--- src/hdl/cfe_pkg.sv ---
`default_nettype none

package cfe_pkg;

  // Item kinds
  localparam logic [2:0] KIND_COUNT    = 3'd0;
  localparam logic [2:0] KIND_UNSIGNED = 3'd1;
  localparam logic [2:0] KIND_SIGNED   = 3'd2;
  localparam logic [2:0] KIND_STR_HDR  = 3'd3;
  localparam logic [2:0] KIND_STR_BYTE = 3'd4;

  // Header byte fields
  localparam logic [7:0] HDR_LAST   = 8'h80;
  localparam logic [7:0] HDR_STRING = 8'h40;
  localparam logic [7:0] HDR_SIGNED = 8'h20;

  typedef struct packed {
    logic [2:0]  kind;
    logic [31:0] field_value;
    logic        last_field;
    logic [5:0]  string_length;
    logic [7:0]  char_byte;
  } in_item_t;

  typedef struct packed {
    logic [7:0] out_byte;
    logic       run_end;
  } out_item_t;

  // Classified work for the serializer: one lead byte, then nval value bytes
  typedef struct packed {
    logic [7:0]  head;
    logic [31:0] value;
    logic [2:0]  nval;
  } cmd_t;

  typedef struct packed {
    logic empty;
    logic full;
  } q_stat_t;

endpackage

`default_nettype wire

--- src/hdl/cfe_front.sv ---
`default_nettype none

module cfe_front (
  input  wire logic              in_valid,
  output logic                   in_ready,
  input  wire cfe_pkg::in_item_t in_data,
  input  wire cfe_pkg::q_stat_t  q_stat,
  output logic                   q_push,
  output cfe_pkg::cmd_t          q_wdata
);
  import cfe_pkg::*;

  logic [7:0] flag;
  logic [2:0] usize;
  logic [2:0] ssize;
  logic       kind_ok;
  logic [31:0] v;

  assign v    = in_data.field_value;
  assign flag = in_data.last_field ? HDR_LAST : 8'h00;

  always_comb begin
    if (v[31:8] == 24'd0) begin
      usize = 3'd1;
    end else if (v[31:16] == 16'd0) begin
      usize = 3'd2;
    end else if (v[31:24] == 8'd0) begin
      usize = 3'd3;
    end else begin
      usize = 3'd4;
    end
  end

  // Minimal two's complement width: all bits above the top kept bit equal the sign
  always_comb begin
    if ((v[31:7] == 25'd0) || (v[31:7] == {25{1'b1}})) begin
      ssize = 3'd1;
    end else if ((v[31:15] == 17'd0) || (v[31:15] == {17{1'b1}})) begin
      ssize = 3'd2;
    end else if ((v[31:23] == 9'd0) || (v[31:23] == {9{1'b1}})) begin
      ssize = 3'd3;
    end else begin
      ssize = 3'd4;
    end
  end

  always_comb begin
    kind_ok       = 1'b1;
    q_wdata.value = v;
    q_wdata.nval  = 3'd0;
    q_wdata.head  = 8'h00;
    unique case (in_data.kind)
      KIND_COUNT: begin
        q_wdata.head = v[7:0];
      end
      KIND_UNSIGNED: begin
        q_wdata.head = flag | {5'd0, usize};
        q_wdata.nval = usize;
      end
      KIND_SIGNED: begin
        q_wdata.head = flag | HDR_SIGNED | {5'd0, ssize};
        q_wdata.nval = ssize;
      end
      KIND_STR_HDR: begin
        q_wdata.head = flag | HDR_STRING | {2'b00, in_data.string_length};
      end
      KIND_STR_BYTE: begin
        q_wdata.head = in_data.char_byte;
      end
      default: begin
        kind_ok = 1'b0;
      end
    endcase
  end

  // Unused kinds are taken and dropped
  assign in_ready = !q_stat.full;
  assign q_push   = in_valid && !q_stat.full && kind_ok;

endmodule

`default_nettype wire

--- src/hdl/cfe_queue.sv ---
`default_nettype none

module cfe_queue #(
  parameter int DEPTH = 2
) (
  input  wire logic             clk,
  input  wire logic             rst_n,
  input  wire logic             push,
  input  wire cfe_pkg::cmd_t    wdata,
  input  wire logic             pop,
  output cfe_pkg::cmd_t         rdata,
  output cfe_pkg::q_stat_t      stat
);
  import cfe_pkg::*;

  localparam int AW = (DEPTH > 1) ? $clog2(DEPTH) : 1;
  localparam int CW = $clog2(DEPTH + 1);

  cmd_t          mem [DEPTH];
  logic [AW-1:0] wr_ptr_r, wr_ptr_nxt;
  logic [AW-1:0] rd_ptr_r, rd_ptr_nxt;
  logic [CW-1:0] count_r, count_nxt;

  always_comb begin
    wr_ptr_nxt = wr_ptr_r;
    rd_ptr_nxt = rd_ptr_r;
    count_nxt  = count_r;
    if (push) begin
      wr_ptr_nxt = (wr_ptr_r == AW'(DEPTH - 1)) ? '0 : wr_ptr_r + 1'b1;
    end
    if (pop) begin
      rd_ptr_nxt = (rd_ptr_r == AW'(DEPTH - 1)) ? '0 : rd_ptr_r + 1'b1;
    end
    if (push && !pop) begin
      count_nxt = count_r + 1'b1;
    end else if (pop && !push) begin
      count_nxt = count_r - 1'b1;
    end
  end

  always_ff @(posedge clk) begin
    if (!rst_n) begin
      wr_ptr_r <= '0;
      rd_ptr_r <= '0;
      count_r  <= '0;
    end else begin
      wr_ptr_r <= wr_ptr_nxt;
      rd_ptr_r <= rd_ptr_nxt;
      count_r  <= count_nxt;
    end
  end

  always_ff @(posedge clk) begin
    if (push) begin
      mem[wr_ptr_r] <= wdata;
    end
  end

  assign rdata      = mem[rd_ptr_r];
  assign stat.empty = (count_r == '0);
  assign stat.full  = (count_r == CW'(DEPTH));

endmodule

`default_nettype wire

--- src/hdl/cfe_back.sv ---
`default_nettype none

module cfe_back (
  input  wire logic               clk,
  input  wire logic               rst_n,
  input  wire cfe_pkg::q_stat_t   q_stat,
  input  wire cfe_pkg::cmd_t      q_rdata,
  output logic                    q_pop,
  output logic                    out_valid,
  input  wire logic               out_ready,
  output cfe_pkg::out_item_t      out_data
);
  import cfe_pkg::*;

  logic        cur_valid_r, cur_valid_nxt;
  logic        hdr_pend_r, hdr_pend_nxt;
  logic [7:0]  head_r, head_nxt;
  logic [31:0] val_r, val_nxt;
  logic [2:0]  rem_r, rem_nxt;
  logic        out_valid_r, out_valid_nxt;
  out_item_t   out_data_r, out_data_nxt;

  logic        can_emit;
  logic        emit;
  logic        emit_last;
  out_item_t   emit_item;

  assign can_emit = !out_valid_r || out_ready;
  assign emit     = cur_valid_r && can_emit;

  always_comb begin
    if (hdr_pend_r) begin
      emit_item.out_byte = head_r;
      emit_item.run_end  = (rem_r == 3'd0);
    end else begin
      emit_item.out_byte = val_r[7:0];
      emit_item.run_end  = (rem_r == 3'd1);
    end
  end

  assign emit_last = emit && emit_item.run_end;
  // Load the next command as soon as the current one sends its final byte
  assign q_pop     = !q_stat.empty && (!cur_valid_r || emit_last);

  always_comb begin
    cur_valid_nxt = cur_valid_r;
    hdr_pend_nxt  = hdr_pend_r;
    head_nxt      = head_r;
    val_nxt       = val_r;
    rem_nxt       = rem_r;
    out_valid_nxt = out_valid_r;
    out_data_nxt  = out_data_r;

    if (out_valid_r && out_ready) begin
      out_valid_nxt = 1'b0;
    end

    if (emit) begin
      out_valid_nxt = 1'b1;
      out_data_nxt  = emit_item;
      if (hdr_pend_r) begin
        hdr_pend_nxt = 1'b0;
      end else begin
        val_nxt = {8'h00, val_r[31:8]};
        rem_nxt = rem_r - 3'd1;
      end
      if (emit_item.run_end) begin
        cur_valid_nxt = 1'b0;
      end
    end

    if (q_pop) begin
      cur_valid_nxt = 1'b1;
      hdr_pend_nxt  = 1'b1;
      head_nxt      = q_rdata.head;
      val_nxt       = q_rdata.value;
      rem_nxt       = q_rdata.nval;
    end
  end

  always_ff @(posedge clk) begin
    if (!rst_n) begin
      cur_valid_r <= 1'b0;
      out_valid_r <= 1'b0;
    end else begin
      cur_valid_r <= cur_valid_nxt;
      out_valid_r <= out_valid_nxt;
    end
  end

  always_ff @(posedge clk) begin
    hdr_pend_r <= hdr_pend_nxt;
    head_r     <= head_nxt;
    val_r      <= val_nxt;
    rem_r      <= rem_nxt;
    out_data_r <= out_data_nxt;
  end

  assign out_valid = out_valid_r;
  assign out_data  = out_data_r;

endmodule

`default_nettype wire

--- src/hdl/compact_field_encoder.sv ---
`default_nettype none

// Channel   Direction  Payload     Handshake
// in_       input      in_item_t   in_valid / in_ready
// out_      output     out_item_t  out_valid / out_ready
//
// A count, string header or string byte transaction yields one byte; a number yields
// a header byte plus 1 to 4 value bytes. The serializer emits one byte per cycle while
// the output is not stalled; the command queue lets the classifier keep taking
// transactions, until it is full, while the serializer is busy or the output is stalled.
// The first byte passes through the queue, the command registers and the output register.
// Synchronous reset clears the queue and all valid flags; no clearing pass is needed.

module compact_field_encoder #(
  parameter int QUEUE_DEPTH = 2
) (
  input  wire logic               clk,
  input  wire logic               rst_n,
  input  wire logic               in_valid,
  output logic                    in_ready,
  input  wire cfe_pkg::in_item_t  in_data,
  output logic                    out_valid,
  input  wire logic               out_ready,
  output cfe_pkg::out_item_t      out_data
);
  import cfe_pkg::*;

  q_stat_t q_stat;
  logic    q_push;
  logic    q_pop;
  cmd_t    q_wdata;
  cmd_t    q_rdata;

  cfe_front u_front (
    .in_valid (in_valid),
    .in_ready (in_ready),
    .in_data  (in_data),
    .q_stat   (q_stat),
    .q_push   (q_push),
    .q_wdata  (q_wdata)
  );

  cfe_queue #(
    .DEPTH (QUEUE_DEPTH)
  ) u_queue (
    .clk   (clk),
    .rst_n (rst_n),
    .push  (q_push),
    .wdata (q_wdata),
    .pop   (q_pop),
    .rdata (q_rdata),
    .stat  (q_stat)
  );

  cfe_back u_back (
    .clk       (clk),
    .rst_n     (rst_n),
    .q_stat    (q_stat),
    .q_rdata   (q_rdata),
    .q_pop     (q_pop),
    .out_valid (out_valid),
    .out_ready (out_ready),
    .out_data  (out_data)
  );

  a_pop_nonempty: assert property (@(posedge clk) disable iff (!rst_n)
    q_pop |-> !q_stat.empty)
    else $error("queue popped while empty");

  a_push_not_full: assert property (@(posedge clk) disable iff (!rst_n)
    q_push |-> !q_stat.full)
    else $error("queue pushed while full");

  a_run_continues: assert property (@(posedge clk) disable iff (!rst_n)
    (out_valid && out_ready && !out_data.run_end) |=> out_valid)
    else $error("byte run broken before its final byte");

  a_reset_idle: assert property (@(posedge clk)
    !rst_n |=> !out_valid)
    else $error("output valid right after reset");

endmodule

`default_nettype wire
--- config.mk ---
export PLATFORM = sky130hd
export DESIGN_NAME = compact_field_encoder
export DESIGN_NICKNAME = d
export VERILOG_FILES = /design/src/hdl/cfe_pkg.sv /design/src/hdl/cfe_front.sv /design/src/hdl/cfe_queue.sv /design/src/hdl/cfe_back.sv /design/src/hdl/compact_field_encoder.sv
export SDC_FILE = /design/constraint.sdc
export NUM_CORES = 1
export LEC_CHECK = 0
export ABC_AREA = 1
export BUFFER_PORTS_ARGS = -buffer_cell sky130_fd_sc_hd__clkbuf_2
export CAP_MARGIN = 20
export CORE_UTILIZATION = 35
export CTS_CLUSTER_DIAMETER = 60
export DETAILED_ROUTE_END_ITERATION = 10
export PLACE_DENSITY_LB_ADDON = 0.3
export SKIP_CTS_REPAIR_TIMING = 1
export SLEW_MARGIN = 20
export SYNTH_ARGS = -nofsm -noshare
export SYNTH_HDL_FRONTEND = slang
export SYNTH_SLANG_ARGS = --single-unit
--- constraint.sdc ---
create_clock -name clk -period 4.94 [get_ports clk]
set_clock_uncertainty 0.2 [all_clocks]
set_input_delay 0.741 -clock clk [delete_from_list [all_inputs] [get_ports clk]]
set_output_delay 0.741 -clock clk [all_outputs]
set_load 0.005 [all_outputs]
---- Word-level counts from Yosys, hierarchy flattened ----
Memory sizes are Yosys's and may differ from the RTL's. A register that Yosys moved wholly into a read port is not among the register bits.
Cells that the tools add are included.
W data, S select, Z words.
storage, ports and cells
  register bits after elaboration ......... 59
  bits in writable memories ............... 86
  input bits .............................. 54
  memories ................................ 1
memories
  name         depth  bits a word  read ports  clocked after Yosys merged registers in  wr ports  line             source
  u_queue.mem  2      43           1           1                                        1         cfe_queue.sv:19  cmd_t mem [DEPTH];
cells by class
  add/sub/neg operators ................... 5
  equality and inequality tests ........... 10
  muxes and demuxes ....................... 30
  bitwise logic cells ..................... 3
  reductions and logical operators ........ 35
operators with widths
  kind                    count
  $mux W32                3
  $pmux W8 S5             1
  $mux W3                 9
  $eq A25 B25 Y1 const B  1
  $logic_not A25 Y1       1
  $logic_not A24 Y1       1
  $eq A17 B17 Y1 const B  1
  $logic_not A17 Y1       1
  $logic_not A16 Y1       1
  $or A8 B3 Y8            2
  $mux W1                 12
  $eq A9 B9 Y1 const B    1
  $logic_not A9 Y1        1
  $mux W9                 1
  $logic_and A1 B1 Y1     8
  $logic_not A8 Y1        1
  $mux W8                 1
  $or A8 B6 Y8            1
  $reduce_bool A2 Y1      4
  $eq A3 B1 Y1 const B    2
  $eq A3 B2 Y1 const B    2
  $logic_not A1 Y1        6
  $logic_not A3 Y1        2
  $pmux W3 S2             1
  other kinds (12)        19

---- Logic depth before layout (Yosys ltp) ----
Gate-level depths: netlist (run 1).
  word-level depth ........................ 9
  depth in mapped cells ................... 14
  gate-level depth less buffers ........... 12

---- By module ----
A second synthesis (run 1) with hierarchy kept.
unflattened totals
  cells, all modules ...................... 557
  area total of the unflattened synthesis .. 6,703.9 µm²
by module, submodules not included
  module     times used  cells each  area each (µm²)
  cfe_queue  1           169         3,535.9
  cfe_back   1           215         2,343.5
  cfe_front  1           173         824.5

---- Least setup slack after synthesis (run 1) ----
No wires, ideal clock.
  kind .................................... input to register
  start ................................... input port out_ready
  end ..................................... register u_back.rem_r[0], enable pin
  library setup time ...................... 0.439 ns
  arrival ................................. 3.085 ns
  data required time ...................... 4.301 ns
  slack ................................... 1.216 ns
  stages on the path ...................... 4
  buffers on the path ..................... 0
  cell sequence ........................... nor2_1 > nor2_1 > a21oi_1 > a21oi_1
on the way
  word-level cells in the longest chain between the ends .. 7
  elaborated cells on any way between the ends .. 8
RTL lines
  what                                                                 line                         source
  start, declared                                                      compact_field_encoder.sv:23  input wire logic out_ready,
  $logic_or A1 B1 Y1 *                                                 cfe_back.sv:28               assign can_emit = !out_valid_r || out_ready;
  $logic_and A1 B1 Y1 *                                                cfe_back.sv:29               assign emit = cur_valid_r && can_emit;
  via u_back.emit                                                      cfe_back.sv:24               logic emit;
  $logic_and A1 B1 Y1                                                  cfe_back.sv:41               assign emit_last = emit && emit_item.run_end;
  $logic_or A1 B1 Y1                                                   cfe_back.sv:43               assign q_pop = !q_stat.empty && (!cur_valid_r || emit_last);
  $logic_and A1 B1 Y1                                                  cfe_back.sv:43
  $ne A2 B2 Y1 (no line) / $reduce_bool A2 Y1 (equally long branches)  -
  $reduce_and A2 Y1 (no line) *                                        -
  end signal, assigned                                                 cfe_back.sv:95               rem_r <= rem_nxt;
  end, declared                                                        cfe_back.sv:19               logic [2:0] rem_r, rem_nxt;
The timed path passes the listed nets; every way through them passes the cells marked *.
A chain may end at the register's enable or synchronous reset.

==> results of run 1 <==
[logic make-up (layout without fill, tap and decap cells)]
group,after synthesis,in the layout,share of synthesized area [%]
adder cells (fa/ha/maj),4,4,0.8159
multiplexers,1,1,0.1632
buffers and inverters,50,134,3.712
AND/OR/NAND/NOR,352,352,22.25
AO/OA/AOI/OAI,27,27,2.753
XOR/XNOR,1,1,0.1428
flip-flops,146,146,70.16
[state kept, by name, summed over array words and instances (netlist names), named ones only]
| register | count |
|---|---|
| u_back.head_r | 8 |
| u_back.out_data | 9 |
| u_back.out_valid | 1 |
| u_back.cur_valid_r | 1 |
| u_queue.count_r | 2 |
| u_queue.mem | 86 |
| u_back.hdr_pend_r | 1 |
| u_queue.wr_ptr_r | 1 |
| u_queue.rd_ptr_r | 1 |
| u_back.val_r | 32 |
| u_back.rem_r | 3 |
[worst min-delay path, cell delays in order (launching register included)]
cell     delay, ns
dfxtp_1       0.31
inv_1         0.08
a21oi_1       0.06
[where the power goes]
| part | internal, mW | switching (mW) |
|---|---|---|
| sequential | 1.86 | 0.106 |
| clock | 0.726 | 0.462 |
| combinational | 0.344 | 0.827 |
| total | 2.93 | 1.40 |
[stage by stage]
step	util, %	setup WS [ns]	cells
finish	42.40	2.082	890
floorplan	-	1.216	581
global route	42.40	1.764	890
global placement	38.95	1.869	857
detailed placement	38.95	1.815	857
CTS	42.23	1.900	889
[layout by cell type (no fill, tap or decap), drive strengths merged]
master    instances
nand2           285
edfxtp          138
clkbuf           88
nor2             48
inv              32
a21oi            17
nand3            13
o21ai             9
dfxtp             8
clkinv            8
buf               5
ha                4
nor3              4
nand4             2
a221oi            1
mux2i             1
xor2              1
clkinvlp          1
[routing by layer]
metal	routed length (um)	up-vias	part of all wire, %
met4	252	0	2.1
met5	0	-	0
met2	6187	68	51
li1	-	2046	-
met3	450	18	3.7
met1	5284	1849	43
[path summary, 6_finish.rpt]
check	from	endpoint	slack, ns	cells after the start
max	u_back.hdr_pend_r	u_back.rem_r[1]	2.08	9
min	u_queue.count_r[1]	u_queue.count_r[1]	0.29	2
max reg2reg	u_back.hdr_pend_r	u_back.rem_r[1]	2.08	9
min reg2reg	u_queue.count_r[1]	u_queue.count_r[1]	0.29	2
[layout make-up]
type                            instances  area [um^2]
Clock buffer                           24        514.2
Tap cell                              225        281.5
Sequential cell                       146         4304
Timing Repair Buffer                   69        377.9
Fill cell                            1669         9894
Inverter                               33        125.1
Multi-Input combinational cell        385         1629
Clock inverter                          8        50.05
==> impl_metrics.ini, run 1 <==
[clocking]
cts_tree = built
clk_pin_slew_ns = 0.06
root_buffer = clkbuf_16
clock_path_buffers = 2
cts_buffers = 17
htree_levels = 4
clock_latency_ns = 0.42
clkSinkCount = 146

[synthesis]
synth_most_common_cell = nand2_1
yosysTopAreaCellShare_pct = 67.55
synth_seq_cells = 146
syn_inst = 581
synthArstFlopShare_pct = 0
ys.flop_type = edfxtp_1
syn-cell-area_um2 = 6135
synth.top_cells.by_count = nand2_1, edfxtp_1, nor2_1, inv_1, nand3_1
yosys_warnings = 0
synth_edf_count = 138
syn_nets = 639
syn_avg_cell_area_um2 = 10.56
synth_seq_area_share_pct = 70.16
ys_types = 26
synth_area_leaders = edfxtp_1, nand2_1, nor2_1
synth.largest_area_cell = edfxtp_1

[drt]
first_iter_violations = 191
antenna_left = 0
drtPass1Iterations = 6
via_count = 3981
avgRoutedWirePerCell_um = 13.68
drcViolationCount = 0
routed_wl_um = 12180
vias_per_cell = 4.473

[pwr]
leakage_nw = 3.029
p_per_area_nw_per_um2 = 593.6
peakVddDrop_v = 0.0002910
total_power_mw = 4.322

[sta]
relSlewSlack_pct = 48.11
worst_pin_slew_ns = 0.7754
post-route-period-util_pct = 57.85
rsz0062_at_grt = false
post-route-min-period_ns = 2.858
timing.hold.ws_ns = 0.2885
hold_viol = 0
report.final.slew_viol_count = 0
setup_viol = 0
setup-tns-final_ns = 0
fmax_ghz = 0.3499

[setup_path]
path_max_fanout = 40
worstPathCellList = inv_2 -> nor2_1 -> nor3_2 -> nand2_1 -> nand2_2 -> nand2_4 -> clkinv_2 -> nand2_1 -> o21ai_0
crit_path_start_kind = register
critical-path-slowest-cell = dfxtp_1
arrival_ns = 2.81
path_buf_inv = 2
worstSetupEndpointType = register
cp_top_family = simple AND/OR/NAND/NOR gates
required_ns = 4.89
cp_common_cell = nand2_1
path_class = reg -> reg
crit_path_max_incr_delay_ns = 0.58

[final_layout]
drive_above_1_share_pct = 17.29
antennaDiodeCount = 0
final_design_area_no_fill_um2 = 7282
nets = 710
area_growth_pct = 18.70

[placement]
place_congestion = 0.7818
port-buffer-count = 64
dp_hpwl_um = 8582
place_area_um2 = 6690

[floorplanning]
dieHeight_um = 134.4
core_area_um2 = 17180
initial_core_util_pct = 35.72
rows = 48
die-area_um2 = 18060
die_w_um = 134.4
io_pins = 65

[min_path]
hold_class = reg -> reg

[outcome]
status = completed

[global_route]
overflow = 0
met1_usage_pct = 17.12
antenna_found_initial = 0
grt_start_max_net_pins = 45
grt_pass1_vias = 3891
grt_use_met3_pct = 2.948
busiest_layer = met2
grtUsageTotal_pct = 14.61
grt_pass1_wl_um = 19490
grt_use_met2_pct = 25.19

[run]
maxCapViolCount = 0
No activity file was read; power rests on OpenSTA's default activity.
==> run 2: changes to the inputs <==
Settings changed: ABC_AREA 1 to 0.
Clock period 4.94 ns to 3 ns, I/O delays scaled along.
==> run 2 against run 1 <==
Clock power up 60%; fmax up 8.8%; worst setup slack worse by 1.7 ns; largest power group unchanged.
==> impl_metrics.ini, run 2 <==
[placement]
dp_slack_ns = 0.3243
dp_hpwl_um = 8202
post-place-cells = 661
place_congestion = 0.8046
port-buffer-count = 64
place_area_um2 = 6544

[setup_path]
path_class = reg -> reg
crit_path_start_kind = register
required_ns = 3.15
worstPathCellList = inv_1 -> ha_1 -> mux2i_1 -> o31ai_1 -> o21ai_4 -> ha_1 -> or3_1 -> a21boi_0
r2r-start = u_back.rem_r[0]
cp_top_family = compound AO/OA/AOI/OAI gates
path_max_fanout = 15
critical-path-slowest-cell = o31ai_1
cp_common_cell = ha_1
path_buf_inv = 1
worstSetupEndpointType = register
crit_start = u_back.rem_r[0]
arrival_ns = 2.78
crit_path_max_incr_delay_ns = 0.45

[synthesis]
synth.top_cells.by_count = edfxtp_1, mux2i_1, nand2_1, o21ai_1, nor2_1
yosysTopAreaCellShare_pct = 70.89
synth.largest_area_cell = edfxtp_1
syn_avg_cell_area_um2 = 15.26
synth_seq_cells = 146
syn-cell-area_um2 = 5846
synthArstFlopShare_pct = 0
syn_nets = 441
yosys_warnings = 0
synth_seq_area_share_pct = 73.63
syn_inst = 383
synth_edf_count = 138
synth_area_leaders = edfxtp_1, mux2i_1, mux2_2
ys.flop_type = edfxtp_1
ys_types = 44
synth_most_common_cell = edfxtp_1

[pwr]
p_int_mw = 4.790
switching_share_pct = 29.16
pwr-share-seq_pct = 47.4
peakVddDrop_v = 0.0004419
leakage_nw = 2.527
total_power_mw = 6.761
combinationalPowerShare_pct = 24.5
p_clk_share_pct = 28.1
p_per_area_nw_per_um2 = 956.0
switchingPower_mw = 1.971

[clocking]
htree_levels = 4
clock_latency_ns = 0.42
clkSinkCount = 146
clk_pin_slew_ns = 0.06
clock_path_buffers = 2
root_buffer = clkbuf_16
cts_buffers = 17
cts_tree = built

[sta]
setup_viol = 0
report.final.slew_viol_count = 0
timing.hold.ws_ns = 0.04214
relSlewSlack_pct = 57.69
post-route-period-util_pct = 87.56
hold_viol = 0
worst_slack_ns = 0.3731
worst_pin_slew_ns = 0.6289
setup-tns-final_ns = 0
post-route-min-period_ns = 2.627
rsz0062_at_grt = false
fmax_ghz = 0.3807

[floorplanning]
rows = 46
core_area_um2 = 16120
die-area_um2 = 17220
io_pins = 65
initial_core_util_pct = 36.27
die_w_um = 131.2
dieHeight_um = 131.2

[final_layout]
final_cell_mix = edfxtp_1, clkbuf_2, mux2i_1
finalCoreUtilization_pct = 43.88
antennaDiodeCount = 0
area_growth_pct = 20.98
largest_reg_flops = 86
drive_above_1_share_pct = 26.62
final_common_cell = edfxtp_1
finalNonFillerCells = 693
nets = 522
final_design_area_no_fill_um2 = 7072
top_register = u_queue.mem

[drt]
drcViolationCount = 0
vias_per_cell = 4.866
routed_wl_um = 11880
via_count = 3372
avgRoutedWirePerCell_um = 17.14
drtPass1Iterations = 4
first_iter_violations = 344
antenna_left = 0

[run]
maxCapViolCount = 0

[global_route]
grtUsageTotal_pct = 14.79
grt_start_max_net_pins = 30
grt_pass1_wl_um = 18930
grt_pass1_vias = 3434
antenna_found_initial = 0
overflow = 0

[min_path]
hold_start = in_data[15]
hold_class = in -> reg

[outcome]
status = completed
## run 2: cell count changes after synthesis, moves of 6 or more
| cell | delta |
|---|---|
| a21oi_2 | -8 |
| nor2_1 | -25 |
| nor4_1 | +6 |
| mux2_2 | +16 |
| mux2i_1 | +40 |
| nand2_1 | -246 |
| o21ai_1 | +28 |
| inv_1 | -26 |
| nand3_1 | -10 |
## run 2: logic make-up after synthesis
logic type                 synth area share [%]
AOI/OAI and AO/OA                         5.479
xor gates and xnor gates                 0.5994
adders and majority gates                0.8562
buffers and inverters                     1.348
DFF                                       73.63
muxes                                     10.10
and+or+nand+nor                           7.984
## run 2: worst paths after layout
path / end / slack (ns) / cells after the start
max: u_queue.count_r[1] / 0.37 / 8
min: u_queue.mem[0][3] / 0.04 / 1
min reg2reg: u_back.out_valid / 0.30 / 1
max reg2reg: u_queue.count_r[1] / 0.37 / 8
## run 2: power by group through the flow
stage                     clock [mW]  combinational [mW]  sequential (mW)
after global placement             0                1.65             3.24
after floorplan                    0                1.15             3.15
after detailed placement           0                1.68             3.25
after CTS                       1.94                1.69             3.21
final                           1.90                1.66             3.21
after global routing            2.02                1.85             3.25
## run 2: final cells by class
cell class / instances / area (um^2)
flip-flops and latches: 146 / 4305
multi-input cells: 216 / 1486
repair buffers: 78 / 462.9
clock buffers: 19 / 432.9
fillers: 1479 / 9044
clock inverters: 13 / 95.09
inverters: 5 / 18.77
well taps: 216 / 270.3
## run 2: per-layer routing
layer  vias to the layer above  routed length [um]  GRT usage (%)
met3                        20                 636          3.781
met1                      1632                5351          19.21
li1                       1625                   -              -
met5                         -                   0              0
met2                        95                5641          22.75
met4                         0                 249          7.712
==> run 3: changes to the inputs <==
Settings changed: RECOVER_POWER set to 50.
==> run 3 against run 2 <==
Critical endpoint is now u_back.head_r[2]; largest power group unchanged; combinational power is essentially flat; non-clock buffer count is the same; sequential power is essentially flat.
==> impl_metrics.ini, run 3 (synthesis results as in run 2) <==
[global_route]
antenna_found_initial = 0
grt_pass1_wl_um = 18930
met1_usage_pct = 19.21
grt_start_max_net_pins = 30
grt_use_met3_pct = 3.781
grt_pass1_vias = 3434
busiest_layer = met2
grtUsageTotal_pct = 14.79
grt_use_met2_pct = 22.75
overflow = 0

[placement]
port-buffer-count = 64
dp_slack_ns = 0.3243
dp_hpwl_um = 8202
post-place-cells = 661
place_area_um2 = 6544
place_congestion = 0.8046

[pwr]
total_power_mw = 6.724
peakVddDrop_v = 0.0004398
combinationalPowerShare_pct = 24.2
pwr-share-seq_pct = 47.6
p_int_mw = 4.757
leakage_nw = 2.395
p_per_area_nw_per_um2 = 963.1
switchingPower_mw = 1.967
p_clk_share_pct = 28.2
switching_share_pct = 29.26

[drt]
routed_wl_um = 11910
drtPass1Iterations = 6
antenna_left = 0
via_count = 3360
first_iter_violations = 359
drcViolationCount = 0
avgRoutedWirePerCell_um = 17.19
vias_per_cell = 4.848

[final_layout]
nets = 522
top_register = u_queue.mem
final_cell_mix = edfxtp_1, clkbuf_1, mux2i_1
drive_above_1_share_pct = 17.82
finalCoreUtilization_pct = 43.32
antennaDiodeCount = 0
final_design_area_no_fill_um2 = 6982
largest_reg_flops = 86
multi_input_area_um2 = 1486
regArea_um2 = 4304
fillers = 1505
finalNonFillerCells = 693
area_growth_pct = 19.44
final_common_cell = edfxtp_1

[clocking]
clock_latency_ns = 0.42
cts_buffers = 17
root_buffer = clkbuf_16
clkSinkCount = 146
cts_tree = built
clk_pin_slew_ns = 0.06
htree_levels = 4
clock_path_buffers = 2

[setup_path]
worstSetupEndpointType = register
path_class = reg -> reg
arrival_ns = 2.67
path_max_fanout = 29
required_ns = 2.97
crit_path_start_kind = register

[sta]
setup_viol = 0
rsz0062_at_grt = false
post-route-period-util_pct = 89.91
post-route-min-period_ns = 2.697
relSlewSlack_pct = 30.13
report.final.slew_viol_count = 0
hold_viol = 0
worst_pin_slew_ns = 1.048
fmax_ghz = 0.3707
timing.hold.ws_ns = 0.07687
setup-tns-final_ns = 0
worst_slack_ns = 0.3026

[run]
maxCapViolCount = 0

[floorplanning]
initial_core_util_pct = 36.27
dieHeight_um = 131.2
rows = 46
die-area_um2 = 17220
die_w_um = 131.2
core_area_um2 = 16120
io_pins = 65

[outcome]
status = completed

[min_path]
hold_class = in -> reg
==> run 3: changes by cell type in the layout (fill, tap and decap cells not counted), sizes merged <==
cell / before / now
buf: 14 / 9
clkbuf: 83 / 88
==> run 3: final timing paths <==
kind                 startpoint                end  slack, ns  cells after the start
max                    register   u_back.head_r[2]       0.30                      2
max reg2reg            register   u_back.head_r[2]       0.30                      2
min reg2reg  u_back.cur_valid_r   u_back.out_valid       0.30                      1
min                 in_data[15]  u_queue.mem[0][3]       0.08                      1
==> run 3: final cells by class <==
cell class / count / share of cell area [%]
timing repair buffer: 78 / 5.358
clock buffer: 19 / 6.201
clock inverter: 13 / 1.362
multi-input combinational: 216 / 21.29
tap: 216 / 3.871
sequential: 146 / 61.65
inverter: 5 / 0.2688
==> run 3: critical path, cell delays in order, from the launching register on <==
cell	delay (ns)
dfxtp_1	0.97
clkbuf_2	0.84
mux2_2	0.42
==> run 3: power groups by stage <==
stage	registers, mW	clock network (mW)	logic [mW]
final	3.20	1.89	1.63
after CTS	3.21	1.94	1.69
after detailed placement	3.25	0	1.68
after global placement	3.24	0	1.65
after global routing	3.25	2.02	1.82
after floorplan	3.15	0	1.15
==> run 3: per-layer routing <==
layer,routed length (um),up-vias
li1,-,1625
met1,5341,1622
met2,5641,96
met3,730,17
met4,198,0
met5,0,-
